### config.mk
export PLATFORM = sky130hd
export DESIGN_NAME = gb_ram
export DESIGN_NICKNAME = d
export VERILOG_FILES = /design/src/rtl/gb_ram.sv
export SDC_FILE = /design/constraint.sdc
export NUM_CORES = 1
export LEC_CHECK = 0
export BUFFER_PORTS_ARGS = -buffer_cell sky130_fd_sc_hd__buf_2
export CAP_MARGIN = 20
export CORE_MARGIN = 2
export CORE_UTILIZATION = 30
export DETAILED_ROUTE_END_ITERATION = 12
export PLACE_DENSITY = 0.47
export SYNTH_ARGS = -nofsm -noshare
export SYNTH_HDL_FRONTEND = slang
export SYNTH_SLANG_ARGS = --single-unit
### constraint.sdc
create_clock -name clk -period 3 [get_ports clk]
set_input_delay 0.15 -clock clk [delete_from_list [all_inputs] [get_ports clk]]
set_output_delay 0.15 -clock clk [all_outputs]
set_load 0.02 [all_outputs]
### src/rtl/gb_ram.sv
// Generic single-write, single-read RAM with registered read data.
module gb_ram #(
  parameter int WIDTH = 8,
  parameter int DEPTH = 16
) (
  input  logic                     clk,
  input  logic                     we,
  input  logic [$clog2(DEPTH)-1:0] waddr,
  input  logic [WIDTH-1:0]         wdata,
  input  logic                     re,
  input  logic [$clog2(DEPTH)-1:0] raddr,
  output logic [WIDTH-1:0]         rdata
);

  logic [WIDTH-1:0] mem [DEPTH];
  logic [WIDTH-1:0] rdata_r;

  always_ff @(posedge clk) begin
    if (we) begin
      mem[waddr] <= wdata;
    end
    if (re) begin
      rdata_r <= mem[raddr];
    end
  end

  assign rdata = rdata_r;

endmodule

==> Word level (Yosys, flattened, before mapping) <==
Memories as Yosys holds them, arrays and structs flattened. A register that Yosys moved wholly into a read port is not among the register bits.
Index checks and enable logic that the tools add are counted.
{ "word_totals": {"register_bits": 0, "ram_bits": 128, "input_bits": 19, "output_inout_bits": 8, "elab_cells": 3, "n_memories": 1} }
{ "mem_list": {"columns": ["name", "depth", "word_bits", "read_ports", "rd_clocked_by_memory_dff", "write_ports", "line_no", "text"], "rows": [
  ["mem", 16, 8, 1, 1, 1, "15", "logic [WIDTH-1:0] mem [DEPTH];"]
]} }
{ "classes": {"n_mux": 2} }
{ "ops": {"columns": ["cell", "n"], "rows": [
  ["2-to-1 mux 1 bit", 2]
]} }

==> Depth between registers and ports, before layout <==
{ "logic_depth": {"word_depth": 2, "ltp_mapped": 5, "ltp_nobuf": 3} }

==> Worst setup path before layout <==
No wires, ideal clock.
{ "synth_timing": {"path_type": "input port to flip-flop", "startpoint": "in waddr[2]", "endpoint": "mem mem[0][0] (enable)", "setup_ns": 0.383, "t_arrival_ns": 1.260, "t_required_ns": 2.617, "slack_ns": 1.357, "cell_stages": 2, "path_buffers": 0, "path_cell_list": "or3b_2 -> nor3_1"} }
{ "synth_rtl": {"columns": ["item", "line_no", "text"], "rows": [
  ["start: declaration", "8", "input logic [$clog2(DEPTH)-1:0] waddr,"],
  ["end: declaration", "15", null]
]} }
No word-level cell before the write port.

==> metrics.md <==
| Metric | Value |
|---|---|
| Max Root-Sink Buffers | 2 |
| Most frequent cells in the layout | edfxtp_1 (136), buf_2 (26), mux4_2 (18), clkbuf_16 (17), a22oi_1 (16) |
| Final slew viol count | 0 |
| PostCTS Resize Cnt | 0 |
| Finished Cell Area | 6270 sq um |
| Power Density | 708.7 nW/um^2 |
| Worst reg2reg path depth | 3 |
| Worst slack, placed | 770.7 ps |
| Iter 0 DRT Violations | 190 |
| Largest cells by area after synthesis | edfxtp_1 (78%), mux4_2 (7.8%), mux4_1 (7.0%) |
| Crit path buffers/inverters | 2 |
| Slowest CP cell | mux4_2 |
| Initial antenna violation count | 0 |
| Crit share post-route | 58.29% |
| Share of the synthesized area in the top cell type | 78.12% |
| Post-Route WL | 10780 microns |
| Leakage | 2.074 nW |
| Fraction of layout cells with a size suffix above 1 | 31.51% |
| Critical path required time | 3150 ps |
| Cell family with most CP delay | buffers and inverters |
| Hold/Removal Path Class | input port to register |
| Fin worst setup slack | 1251 ps |
| Mapped Cells | 229 |
| Largest net degree at the start of global routing | 24 |
| CTS Root Cell | clkbuf_16 |
| Die Wd | 136.0 microns |
| Worst Max-Slew Pin Slew | 1001 ps |
| GR Util All Layers | 12.67% |
| Cell Area, Synth | 5228 sq um |
| Slowest cell delay on critical path | 520 ps |
| Synth cell types | 18 |
| Final setup viols | 0 |
| FF-to-FF setup slack | 1400 ps |
| Synthesized flop and latch total | 136 |
| Worst EP arrival | 1900 ps |
| Max Cap Violations | 0 |
| Routability cong. | 0.6812 |
| Worst Setup End Kind | register |
| HPWL Detailed | 6664 microns |
| Yosys warns | 0 |
| Setup TNS | 0 ps |
| Clock Sink Count | 136 |
| Critical path peak fanout | 18 |
| Gr ovfl total | 0 |
| Fill cells | 1624 |
| CP endpoint | rdata[6] |
| Status | completed |
| Dpl cell area | 5665 sq um |
| I/O pin cnt | 27 |
| Sequential fraction of the synthesis area | 78.12% |
| Postcts setup bufs | 0 |
| Post-DR vias/cell | 4.700 |
| Synth Area per Inst | 22.83 sq um |
| Clock latency on the worst-skew pair | 410 ps |
| Worst-path cell chain | buf_2 > buf_4 > mux4_2 > a22oi_1 > nand2_1 |
| Clk slew on worst S/H paths | 60 ps |
| RSZ-0062 raised after global routing | false |
| Crit Reg-Reg Startpoint | mem[5][1] |
| I/O Buffers | 26 |
| Die area | 18500 sq um |
| Vias | 2430 |
| TritonCTS Buffers | 17 |
| Cell taking the most area after synthesis | edfxtp_1 |
| Critical path depth in cells | 5 |
| Die Ht | 136.0 microns |
| Final hold vios | 0 |
| WL per Instance | 20.85 microns |
| Worst setup path category | input port to register |
| Vias in the first global route | 2545 |
| Initial Utilization | 30.43% |
| CP Launch Point | raddr[0] |
| Worst vdd ir | 381.6 uV |
| Final net count | 298 |
| Slew margin rel. | 33.04% |
| Row count | 48 |
| N_diodes | 0 |
| Critical path startpoint category | input port |
| P&R area growth vs syn | 19.94% |
| Final worst path period need | 1749 ps |
| Syn_nets | 248 |
| Post-CTS Hold Buffers | 0 |
| Layout Skew | 4.758 ps |
| Drt drc | 0 |
| First-pass GRT wire length | 16080 microns |
| Fmax | 0.5719 GHz |
| CTS tree | done |
| Core outline area | 17180 sq um |
| DRT Pass-1 Iters | 4 |
| Reg-to-Reg End | rdata[1] |
| Commonest non-fill, non-tap cell in the layout | edfxtp_1 |
| H-tree Lvls | 4 |
| Final ANT Viol Nets | 0 |
| Total power draw | 0.004444 W |
cells by family (layout without fill, tap and decap cells):
group / Yosys count / after routing / share of synthesized area (%)
and+or+nand+nor: 35 / 35 / 3.136
AOI/OAI and AO/OA: 16 / 16 / 2.298
buffers and inverters: 10 / 73 / 1.651
muxes: 32 / 32 / 14.79
DFF: 136 / 136 / 78.12
synth_stat cells:
master,count
nand2b_1,2
buf_4,1
edfxtp_1,136
mux4_2,18
buf_6,3
nor2_1,13
nand2_1,9
and2b_1,1
or3b_2,1
and2_1,1
nor2b_1,1
nor3_1,4
clkdlybuf4s25_2,3
a22oi_1,16
buf_2,3
nand3_1,1
nand3b_1,2
mux4_1,14
per-stage QoR:
stage | std cells | util [%] | hold WS (ps)
floorplan | 229 | - | 248.9
detailed placement | 485 | 32.98 | 539.9
CTS | 517 | 36.50 | 103.2
global route | 517 | 36.50 | 107.5
global placement | 485 | 32.98 | 536.2
finish | 517 | 36.50 | 121.9
worst register-to-register path: stages, from the launching register on:
cell and delay (ps):
edfxtp_1 340, mux4_1 560, a22oi_1 340, nand2_1 100
how the worst min path moves through the flow:
stage | startpoint | to | cells past startpoint
floorplan | wdata[0] | mem[0][0] | 0
global placement | re | rdata[0] | 1
detailed placement | re | rdata[1] | 1
CTS | re | rdata[3] | 1
global route | re | rdata[1] | 1
finish | re | rdata[0] | 1
layer usage:
| layer | vias up | global-route usage [%] | share of wire, % |
|---|---|---|---|
| li1 | 1077 | - | - |
| met1 | 1288 | 16.94 | 47 |
| met2 | 52 | 19.68 | 48 |
| met3 | 13 | 3.617 | 4.1 |
| met4 | 0 | 4.745 | 1.5 |
| met5 | - | 0 | 0 |
report_power, final:
part / switching [W] / internal, W / total [W]
sequential: 0.0000101 / 0.00214 / 0.00215
combinational: 0.000126 / 0.0000791 / 0.000205
clock: 0.000780 / 0.00131 / 0.00209
total: 0.000916 / 0.00353 / 0.00444
layout make-up:
type | instances | area, sq um | share of cell area (%)
Timing Repair Buffer | 41 | 242.7 | 3.871
Clock inverter | 15 | 178.9 | 2.854
Sequential cell | 136 | 4084 | 65.14
Multi-Input combinational cell | 83 | 1057 | 16.86
Tap cell | 225 | 281.5 | 4.490
Clock buffer | 17 | 425.4 | 6.785
flip-flops by register name, indices dropped and copies added (netlist names):
signal and count:
mem 128, rdata 8
Note: power is estimated with default switching activity, not from simulation.
