**src/rtl/gb_pkg.sv**
```systemverilog
// Shared types, constants and tap-index functions for the 5x5 Gaussian filter.
package gb_pkg;

  localparam int MAX_WIDTH  = 1024;
  localparam int MAX_HEIGHT = 4096;
  localparam int LINES_KEPT = 4;
  localparam int WIN        = 5;

  localparam int COL_W     = $clog2(MAX_WIDTH);
  localparam int WUSE_W    = $clog2(MAX_WIDTH + 1);
  localparam int WID_W     = 11;
  localparam int HGT_W     = 13;
  localparam int ROW_W     = $clog2(MAX_HEIGHT + 2);
  localparam int CFG_W     = 13;
  localparam int CFG_IDX_W = 1;
  localparam int PX_W      = 24;
  localparam int LS_W      = PX_W * LINES_KEPT;

  localparam int ROWS_W = 15;
  localparam int SUM_W  = 17;
  localparam int RCP_W  = 18;
  localparam int PROD_W = SUM_W + RCP_W;

  // floor(s / 273) == (s * RECIP) >> RECIP_SH for every s below 2^17
  localparam logic [RCP_W-1:0] RECIP    = 18'd245821;
  localparam int               RECIP_SH = 26;

  typedef enum logic [CFG_IDX_W-1:0] {
    REG_WIDTH  = 1'b0,
    REG_HEIGHT = 1'b1
  } cfg_reg_t;

  localparam logic KIND_PIXEL = 1'b0;
  localparam logic KIND_FLUSH = 1'b1;

  typedef struct packed {
    logic [7:0] red;
    logic [7:0] green;
    logic [7:0] blue;
  } px_t;

  localparam logic [5:0] KERN [WIN][WIN] = '{
    '{6'd1, 6'd4,  6'd7,  6'd4,  6'd1},
    '{6'd4, 6'd16, 6'd26, 6'd16, 6'd4},
    '{6'd7, 6'd26, 6'd41, 6'd26, 6'd7},
    '{6'd4, 6'd16, 6'd26, 6'd16, 6'd4},
    '{6'd1, 6'd4,  6'd7,  6'd4,  6'd1}
  };

  // Position of the item that loaded the window, reduced to border flags
  typedef struct packed {
    logic       r_ge2;
    logic       c_ge2;
    logic       c_last;
    logic       c_small;
    logic [1:0] c_lo;
    logic       r_small;
    logic [1:0] r_lo;
    logic       r_at_h;
    logic       r_at_h1;
  } pos_t;

  // Load enables of the arithmetic stages
  typedef struct packed {
    logic d;
    logic e;
    logic f;
  } en_t;

  // Window column for kernel column dx of the result that is e columns right
  // of the plain position; reflects at the left and right frame edges.
  function automatic logic [2:0] col_idx(pos_t p, logic [1:0] e, int dx);
    int d;
    int v;
    d = dx - 2;
    if (p.c_small && (int'(p.c_lo) + int'(e) + d < 2)) begin
      v = 6 - 2 * int'(p.c_lo) - int'(e) - d;
    end else if (p.c_last && (int'(e) + d >= 3)) begin
      v = 6 - int'(e) - d;
    end else begin
      v = 2 + int'(e) + d;
    end
    return 3'(v);
  endfunction

  // Window row for kernel row dy; reflects at the top and bottom frame edges.
  function automatic logic [2:0] row_idx(pos_t p, int dy);
    int d;
    int v;
    d = dy - 2;
    if (p.r_small && (int'(p.r_lo) + d < 2)) begin
      v = 6 - 2 * int'(p.r_lo) - d;
    end else if (p.r_at_h && d >= 2) begin
      v = 4 - d;
    end else if (p.r_at_h1 && d >= 1) begin
      v = 2 - d;
    end else begin
      v = 2 + d;
    end
    return 3'(v);
  endfunction

endpackage

```
**src/rtl/gb_kernel.sv**
```systemverilog
// Weighted 5x5 sum of one color channel and division by 273, three register stages.
module gb_kernel import gb_pkg::*; (
  input  logic       clk,
  input  en_t        en,
  input  logic [7:0] taps [WIN][WIN],
  output logic [7:0] q
);

  logic [ROWS_W-1:0] rows_nxt [WIN];
  logic [ROWS_W-1:0] rows_r   [WIN];
  logic [SUM_W-1:0]  tot_nxt;
  logic [SUM_W-1:0]  tot_r;
  logic [PROD_W-1:0] prod;
  logic [7:0]        q_r;

  always_comb begin
    for (int dy = 0; dy < WIN; dy++) begin
      rows_nxt[dy] = '0;
      for (int dx = 0; dx < WIN; dx++) begin
        rows_nxt[dy] = rows_nxt[dy] +
                       ROWS_W'(KERN[dy][dx]) * ROWS_W'(taps[dy][dx]);
      end
    end
  end

  always_comb begin
    tot_nxt = '0;
    for (int dy = 0; dy < WIN; dy++) begin
      tot_nxt = tot_nxt + SUM_W'(rows_r[dy]);
    end
  end

  assign prod = PROD_W'(tot_r) * PROD_W'(RECIP);

  always_ff @(posedge clk) begin
    if (en.d) begin
      rows_r <= rows_nxt;
    end
    if (en.e) begin
      tot_r <= tot_nxt;
    end
    if (en.f) begin
      q_r <= prod[RECIP_SH +: 8];
    end
  end

  assign q = q_r;

endmodule

```
**config.mk**
```make
export PLATFORM = sky130hd
export DESIGN_NAME = gb_kernel
export DESIGN_NICKNAME = d
export VERILOG_FILES = /design/src/rtl/gb_pkg.sv /design/src/rtl/gb_kernel.sv
export SDC_FILE = /design/constraint.sdc
export NUM_CORES = 1
export LEC_CHECK = 0
export BUFFER_PORTS_ARGS = -buffer_cell sky130_fd_sc_hd__buf_2
export CAP_MARGIN = 30
export CORE_AREA = 2 2 195 197
export CTS_BUF_LIST = sky130_fd_sc_hd__clkbuf_4 sky130_fd_sc_hd__clkbuf_8
export DETAILED_ROUTE_END_ITERATION = 8
export DIE_AREA = 0 0 197 199
export PLACE_DENSITY = 0.72
export SETUP_SLACK_MARGIN = 0.15
export SLEW_MARGIN = 20
export SYNTH_ARGS = -nofsm -noshare
export SYNTH_HDL_FRONTEND = slang
export SYNTH_SLANG_ARGS = --single-unit
export TNS_END_PERCENT = 100
```
**constraint.sdc**
```tcl
create_clock -name clk -period 8.9 [get_ports clk]
set_clock_uncertainty 0.15 [all_clocks]
set_input_delay 0.445 -clock clk [delete_from_list [all_inputs] [get_ports clk]]
set_output_delay 0.445 -clock clk [all_outputs]
set_load 0.01 [all_outputs]
```
# Word level (Yosys, flattened, before mapping)
# Cells that the tools add are included.
[op_classes]
n_addsub = 24
multipliers = 10
[op_table]
columns = ["op", "n"]
rows = [
  ["$mul 4x8->12 const A", 4],
  ["$mul 3x8->11 const A", 4],
  ["$add 17x15->17", 2],
  ["$mul 17x18->34 const B", 1],
  ["$add 14x12->15", 2],
  ["$add 15x10->15", 2],
  ["$add 13x13->14", 2],
  ["$add 13x8->14", 2],
  ["$add 10x12->13", 2],
  ["$add 12x10->13", 2],
  ["$add 11x11->12", 2],
  ["$add 8x10->11", 2],
  ["$add 16x15->17", 1],
  ["$add 15x15->16", 1],
  ["$add 14x14->15", 1],
  ["$add 15x11->15", 1],
  ["$add 15x13->15", 1],
  ["$add 11x13->14", 1],
  ["$mul 6x8->14 const A", 1],
]
[totals]
input_bits = 204
register_bits = 100
output_inout_bits = 8
word_cells = 41

# Longest topological paths before layout
# Gate-level depths: netlist of the first run.
[depth]
word_depth = 5
depth_mapped = 24

# Worst setup path after synthesis of the first run
# Ideal clock, no wire load.
[synth_timing]
path_kind = "input to register"
startpoint = "input taps[105] in the netlist's numbering"
endpoint = "register rows_r[42] in the netlist's numbering (data pin)"
stages = 21
arrival_ps = 5606
setup_slack_ps = 2887
path_buffers = 0
path_cell_list = "ha_1 > fa_1 > ha_1 > a21o_1 > a21oi_1 > xnor2_1 > fa_1 > fa_1 > inv_1 > fa_1 > inv_1 > fa_1 > fa_1 > ha_1 > nor2_1 > inv_1 > a21oi_1 > a21oi_1 > a41oi_1 > nor2b_1 > xnor2_1"
[synth_rtl]
columns = ["element", "line", "text"]
rows = [
  ["start, declared", "gb_kernel.sv:5", "input logic [7:0] taps [WIN][WIN],"],
  ["end signal, assigned", "gb_kernel.sv:37", "rows_r <= rows_nxt;"],
  ["end, declared", "gb_kernel.sv:10", "logic [ROWS_W-1:0] rows_r [WIN];"],
]

==> flow_metrics.tcl, run 1 <==
set metrics [dict create \
    status "finished clean" \
    synth_seq_cells 94 \
    synthFlopType "edfxtp_1" \
    drc 0 \
    drtIter0Drc 417 \
    synth_fa_ha_area_frac 0.599 \
    final_nets 2797 \
    ys_warn_count 0 \
    vias 11619 \
    routed_wl_um 35200 \
    first_global_vias 12676 \
    core_area_um2 37100 \
    critical-path-max-stage-delay_ps 560 \
    cts_buffers 9 \
    critPathMaxFanout 6 \
    synthMuxAreaShare 0.00109 \
    max-cap-violations 0 \
    drt-pass1-iter-count 6 \
    synth_cell_type_count 52 \
    crit_family "adder cells" \
    seq_area_frac_synth 0.154 \
    wl_per_cell_um 14.7 \
    netlist_instances 1685 \
    track_usage 0.191 \
    grt-ovfl-total 0 \
    path_class "input port to flip-flop" \
    reg2reg_setup_slack_ps 2950 \
    tightest_slew_ps 869 \
    synth_edf_count 94 \
    hold_class "input port to flip-flop" \
    synth_top_area_frac 0.347 \
    yosys-top-cells-area "fa_1, ha_1, edfxtp_1" \
    crit_top_cell "fa_1" \
    hold_viol_final 0 \
    crit_arrival_ps 6320 \
    clk_path_buf_depth 2 \
    clk_pin_slew_worst_paths_ps 90 \
    die_x_um 197 \
    cp.buffers_inverters 3 \
    clk_latency_ps 380 \
    cp-end-kind "flip-flop" \
    cts_tree "built" \
    critPathLaunchType "input port" \
    synth-compound-area-share 0.0679 \
    hpwl_um 32600 \
    layout_commonest_cell "inv_1" \
    ioPinCount 212 \
    syn_area_per_cell_um2 10.9 \
    grt_pass1_wl_um 59500 \
    synth_top_family_by_area "adder cells" \
    synth_nets 2575 \
    drtAntennaViolNets 0 \
    drive_above_1_share 0.128 \
    crit_chain "buf_2 > ha_1 > fa_1 > ha_1 > a21o_1 > a21oi_1 > o21bai_1 > a21oi_1 > xnor2_1 > ha_1 > or2_2 > fa_1 > inv_1 > fa_1 > inv_1 > fa_1 > fa_1 > ha_1 > and3_1 > a21oi_1 > o211ai_1 > o211ai_1 > xnor2_1" \
    synth-simple-area-share 0.0306 \
    period_share 0.712 \
    layout_common_cells "inv_1, ha_1, fa_1, buf_2, edfxtp_1" \
    synth_area_um2 18300 \
    relSlewSlack 0.421 \
    cts_root_buffer "clkbuf_8" \
    fp.dieH_um 199 \
    rsz0062_at_grt "no" \
    clock-sinks 94 \
    grt_max_degree 70 \
    max_freq_ghz 0.158 \
    routed_via_density 4.87 \
    cp.required_ps 8890 \
    die_area_um2 39200 \
    setup_tns_ps 0 \
    fp-row-count 71 \
    io_buffer_count 211 \
    cts.hold.buffers_added 0 \
    post-cts-setup-buffers 0 \
    synthArstFlopShare 0 \
    setup_viol 0 \
    area_delta_synth_final_pct 10.1 \
    finalMaxSlewViolations 0 \
    gp_congestion 0.898 \
    cp_slowest_cell "fa_1" \
    fin_crit_ps 6330 \
    yosys.area_share.xor_xnor 0.0412 \
    antenna_found_initial 1 \
    ctsResizeCount 0 \
    nFillCells 3252 \
    yosysTopAreaCell "fa_1" \
    start_util 0.493 \
    cts_max_level 3 \
]
[final cells by class]
cell class	count	area, um2	share of cell area
flip-flops and latches	94	2820	0.140
inverters	515	1930	0.0960
clock buffers	9	124	0.00615
clock inverters	7	70.1	0.00348
multi-input cells	1075	13500	0.672
diodes	1	2.50	0.000124
repair buffers	212	1060	0.0528
well taps	474	593	0.0294
[Yosys cell counts (all sizes together), types with 13 or more instances]
cell type / number
o21bai: 18
fa: 317
nand2: 35
o21ai: 35
a21o: 26
nand3: 13
ha: 369
xor2: 29
inv: 515
xnor2: 57
nor2: 15
a21oi: 79
edfxtp: 94
[worst paths after layout]
check,endpoint,startpoint,cells past startpoint
setup / recovery,rows_r[43],taps[105],23
hold / removal,rows_r[46],taps[136],1
setup reg to reg,q[7],tot_r[14],16
hold reg to reg,tot_r[0],rows_r[60],1
[worst reg2reg max path: stages, from the launching register on]
cell and delay [ps]:
edfxtp_1 550, fa_1 640, fa_1 490, fa_1 570, inv_1 60, fa_1 540
inv_1 60, fa_1 510, fa_1 500, ha_1 340, nand4_1 100, o211ai_1 110
a32o_2 320, a2111oi_4 370, or2_1 160, a31oi_1 90, xnor2_1 130
[flip-flops by register name, indices dropped and copies added, names as in the netlist]
name    flops
tot_r      17
rows_r     69
q           8
[stage by stage]
step,setup WS (ps),hold slack [ps],std cells,instance area [um2],util
3_3_place_gp,2470,422,2370,20000,0.537
6_report,2570,179,2387,20100,0.543
5_1_grt,2370,150,2387,20100,0.543
4_1_cts,2670,145,2386,20100,0.542
2_1_floorplan,2890,376,1685,18300,-
3_5_place_dp,2250,433,2370,20000,0.537
[layer usage]
layer	vias up	routed length (um)	GRT usage
met5	-	0	0
met4	0	749	0.0476
met3	46	915	0.0224
met2	188	18100	0.349
met1	5639	15400	0.242
li1	5746	-	-
[kinds of logic (layout without fill, tap and decap cells)]
logic type	count (synthesis)	in the layout
fa+ha+maj	686	686
buf+inv	516	743
compound gates	193	193
simple gates	108	108
flops	94	94
xor+xnor	86	86
mux	2	2
other cells	0	1
Power of run 1 is not shown: default switching activity piles up to over one toggle a cycle in this logic, so the estimate is an artifact.
==> inputs of run 2 (changes only) <==
clock period = 6.1 ns   (was 8.9 ns; I/O delays follow)
==> run 2 against run 1 <==
- worst setup slack lost 2200 ps
- critical path depth shrank 1
- hold slack lost 140 ps
- via count grew 1.5%
- routed wire length shrank 0.39%
- cell count grew 1.0%
- utilization grew 0.71 points
- register-to-register slack lost 2600 ps
==> flow_metrics.tcl, run 2 (same netlist as run 1, synthesis figures left out) <==
set metrics [dict create \
    first_global_vias 12955 \
    cts_buffers 9 \
    die_x_um 197 \
    cp_slowest_cell "fa_1" \
    fp-row-count 71 \
    relSlewSlack 0.424 \
    drtIter0Drc 380 \
    setup_tns_ps 0 \
    max-cap-violations 0 \
    path_class "input port to flip-flop" \
    multi_input_area_um2 13600 \
    layout_setup_ws_ps 326 \
    final_nets 2822 \
    cp-end-kind "flip-flop" \
    hold_viol_final 0 \
    cts_root_buffer "clkbuf_8" \
    crit_top_cell "fa_1" \
    wl_per_cell_um 14.5 \
    reg2reg_setup_slack_ps 400 \
    layout_common_cells "inv_1, ha_1, fa_1, buf_2, edfxtp_1" \
    dp_slack_ps -312 \
    crit_chain "buf_2 > ha_4 > fa_1 > buf_4 > fa_1 > a21oi_1 > nor2_1 > nor2_2 > xnor2_1 > fa_1 > fa_1 > inv_1 > fa_1 > inv_1 > fa_1 > fa_1 > ha_1 > a21oi_2 > a21oi_2 > a41oi_2 > nor2b_4 > xnor2_1" \
    drc 0 \
    critical-path-max-stage-delay_ps 530 \
    layout_commonest_cell "inv_1" \
    grt-ovfl-total 0 \
    hold_class "input port to flip-flop" \
    area_delta_synth_final_pct 11.5 \
    clk_pin_slew_worst_paths_ps 100 \
    cts_tree "built" \
    tightest_slew_ps 864 \
    fin_crit_ps 5770 \
    drt-pass1-iter-count 4 \
    status "finished clean" \
    rsz0062_at_grt "no" \
    cts_max_level 3 \
    cp.required_ps 6090 \
    largest_register_ffs 69 \
    crit_arrival_ps 5770 \
    max_freq_ghz 0.173 \
    io_buffer_count 211 \
    largest_register "rows_r" \
    critPathMaxFanout 3 \
    stdcell_count 2412 \
    setup_viol 0 \
    grt_pass1_wl_um 59800 \
    ioPinCount 212 \
    cts.hold.buffers_added 0 \
    clk_latency_ps 380 \
    clk_path_buf_depth 2 \
    nFillCells 3256 \
    gp_congestion 0.881 \
    clock-sinks 94 \
    period_share 0.947 \
    hpwl_um 32500 \
    drtAntennaViolNets 0 \
    fp.dieH_um 199 \
    grt_max_degree 70 \
    regArea_um2 2820 \
    start_util 0.493 \
    track_usage 0.191 \
    routed_wl_um 35000 \
    die_area_um2 39200 \
    finalMaxSlewViolations 0 \
    dp_cells 2386 \
    drive_above_1_share 0.148 \
    critPathLaunchType "input port" \
    final_util 0.550 \
    vias 11799 \
    antenna_found_initial 1 \
    core_area_um2 37100 \
    routed_via_density 4.89 \
]
[run 2: cell types whose count changed in the layout (fill, tap and decap cells not counted), sizes merged]
cell      before  now
clkbuf         9   10
clkinv         4    2
inv          517  518
buf          212  237
bufinv         1    0
clkinvlp       0    1
[run 2: metrics by stage]
stage / hold WS, ps / cell area (um2)
2_1_floorplan: 254 / 18300
3_3_place_gp: 421 / 20100
3_5_place_dp: 427 / 20100
4_1_cts: 22.2 / 20300
5_1_grt: 16.4 / 20400
6_report: 43.0 / 20400
[run 2: metal layers]
metal,up-vias,GRT usage,share of wire
met4,0,0.0526,0.025
met2,184,0.344,0.52
met5,-,0,0
met3,51,0.0202,0.025
li1,5798,-,-
met1,5766,0.243,0.43
[run 2: layout make-up]
cell class | count | area share
antenna | 1 | 0.000123
inverter | 515 | 0.0947
timing repair buffer | 237 | 0.0613
clock inverter | 6 | 0.00208
tap | 474 | 0.0291
multi-input combinational | 1075 | 0.668
clock buffer | 10 | 0.00644
sequential | 94 | 0.138
[run 2: final timing paths]
| check | start | to | cells past startpoint |
|---|---|---|---|
| worst max register to register | tot_r[14] | q[7] | 16 |
| worst min-delay path | taps[56] | rows_r[16] | 1 |
| worst min register to register | rows_r[60] | tot_r[0] | 1 |
| worst max-delay path | taps[105] | rows_r[42] | 22 |
[run 2: timing repair]
action,CTS,global route
pin swaps,0,17
resized for setup,1,17
endpoints found under the setup margin,4,9
buffers inserted,2,7
[run 2: worst max-delay path, delay by kind of cell]
family,cells,cell delay [ps]
AOI/OAI and AO/OA,4,570
xor gates and xnor gates,2,260
adders and majority gates,9,3870
buffers and inverters,4,390
and+or+nand+nor,3,360
Power of run 2 is left out for the same reason.
==> inputs of run 3 (changes only) <==
CELL_PAD_IN_SITES_DETAIL_PLACEMENT = 1   (was default)
CELL_PAD_IN_SITES_GLOBAL_PLACEMENT = 2   (was default)
CORE_AREA = 2 2 215 217   (was 2 2 195 197)
CTS_CLUSTER_DIAMETER = 120   (was default)
DIE_AREA = 0 0 217 219   (was 0 0 197 199)
PLACE_DENSITY = 0.86   (was 0.72)
==> run 3 against run 2 <==
- worst setup slack worse by 46 ps
- design area up 1.9%
- sequential cell count unchanged
- die area up 21%
- fmax down 0.79%
- largest cell class unchanged
==> flow_metrics.tcl, run 3 (same netlist as run 1, synthesis figures left out) <==
set metrics [dict create \
    layout_commonest_cell "inv_1" \
    track_usage 0.183 \
    crit_arrival_ps 5820 \
    cp-end-kind "flip-flop" \
    finalMaxSlewViolations 0 \
    largest_register_ffs 69 \
    final_util 0.461 \
    max_freq_ghz 0.172 \
    fin_area_um2 20800 \
    grt_max_degree 70 \
    crit_family "adder cells" \
    die_area_um2 47500 \
    period_share 0.954 \
    cts_buffers 9 \
    clk_latency_ps 390 \
    min_from "taps[136]" \
    drtIter0Drc 235 \
    fp-row-count 78 \
    max-cap-violations 0 \
    fp.dieH_um 219 \
    hold_viol_final 0 \
    clk_path_buf_depth 2 \
    start_util 0.406 \
    cts_tree "built" \
    first_global_vias 14130 \
    antenna_found_initial 7 \
    crit_chain "buf_4 > ha_4 > fa_1 > ha_1 > a21o_1 > a21oi_2 > o21bai_1 > a21oi_2 > xnor2_1 > ha_1 > or2_2 > fa_1 > inv_1 > fa_1 > inv_1 > fa_1 > fa_1 > ha_1 > nand3_1 > nand2_1 > a41oi_2 > nor2b_2 > xnor2_1" \
    status "finished clean" \
    largest_register "rows_r" \
    layout_common_cells "inv_1, ha_1, fa_1, buf_2, edfxtp_1" \
    routed_via_density 4.73 \
    rr_startpoint "tot_r[14]" \
    clock-sinks 94 \
    clk_pin_slew_worst_paths_ps 110 \
    routed_wl_um 41500 \
    cts_root_buffer "clkbuf_8" \
    cp_slowest_cell "fa_1" \
    cp-startpoint "taps[105]" \
    final_nets 2829 \
    wl_per_cell_um 16.3 \
    cp.required_ps 6100 \
    hold_class "input port to flip-flop" \
    cp.buffers_inverters 3 \
    critical-path-max-stage-delay_ps 560 \
    hpwl_um 38300 \
    fin_crit_ps 5820 \
    grt-ovfl-total 0 \
    path_class "input port to flip-flop" \
    ioPinCount 212 \
    cts.hold.buffers_added 0 \
    vias 12041 \
    cts_max_level 3 \
    reg2reg_setup_slack_ps 380 \
    drc 0 \
    reg2reg_to "q[7]" \
    die_x_um 217 \
    area_delta_synth_final_pct 13.6 \
    whs_endpoint "rows_r[46]" \
    drt-pass1-iter-count 4 \
    place_area_um2 20300 \
    tightest_slew_ps 916 \
    core_area_um2 45100 \
    setup_viol 0 \
    critPathLaunchType "input port" \
    gp_congestion 0.839 \
    io_buffer_count 211 \
    drive_above_1_share 0.159 \
    drtAntennaViolNets 0 \
    relSlewSlack 0.389 \
    grt_pass1_wl_um 68800 \
    crit_top_cell "fa_1" \
    rsz0062_at_grt "no" \
    critPathMaxFanout 5 \
    whs_path_depth 1 \
    reg2reg_depth 19 \
]
-- run 3: worst reg2reg max path, delay by kind of cell, from the launching register on --
family | cells | cell delay, ps
buffers and inverters | 5 | 440
AND/OR/NAND/NOR | 1 | 160
flip-flops | 1 | 540
adder cells (fa/ha/maj) | 7 | 3100
XOR/XNOR | 1 | 150
AO/OA/AOI/OAI | 5 | 940
-- run 3: metal layers --
metal | vias up | part of all wire | global-route usage
li1 | 5804 | - | -
met1 | 6042 | 0.40 | 0.211
met2 | 146 | 0.56 | 0.360
met3 | 47 | 0.022 | 0.0173
met4 | 2 | 0.018 | 0.0429
met5 | - | 0.00027 | 0
-- run 3: through the flow --
| step | setup TNS (ps) | setup WS, ps | std cells | hold WS [ps] |
|---|---|---|---|---|
| after floorplan | 0 | 227 | 1685 | 254 |
| after global placement | -626 | -180 | 2515 | 422 |
| after detailed placement | -1240 | -307 | 2515 | 416 |
| after CTS | 0 | 157 | 2534 | 26.8 |
| after global routing | 0 | 86.6 | 2548 | 32.5 |
| final | 0 | 280 | 2548 | 28.8 |
-- run 3: worst max path at each step --
stage / slack, ps / end / cells after the start
after floorplan: 230 / rows_r[42] / 21
after global placement: -180 / rows_r[42] / 22
after detailed placement: -310 / rows_r[43] / 23
after CTS: 160 / rows_r[43] / 23
after global routing: 90 / rows_r[42] / 23
final: 280 / rows_r[42] / 23
-- run 3: final cells by class --
type	count	area (um2)
multi-input combinational	1075	13800
clock inverter	7	83.8
clock buffer	9	124
timing repair buffer	244	1310
antenna	4	10.0
inverter	515	1930
tap	600	751
sequential	94	2820
fill	5070	24300
-- run 3: timing repair --
item	4_1_cts	5_1_grt
setup buffers	3	10
gates resized for setup	2	34
pin swaps	1	28
endpoints found under the setup margin	4	12
Power of run 3 is left out for the same reason.
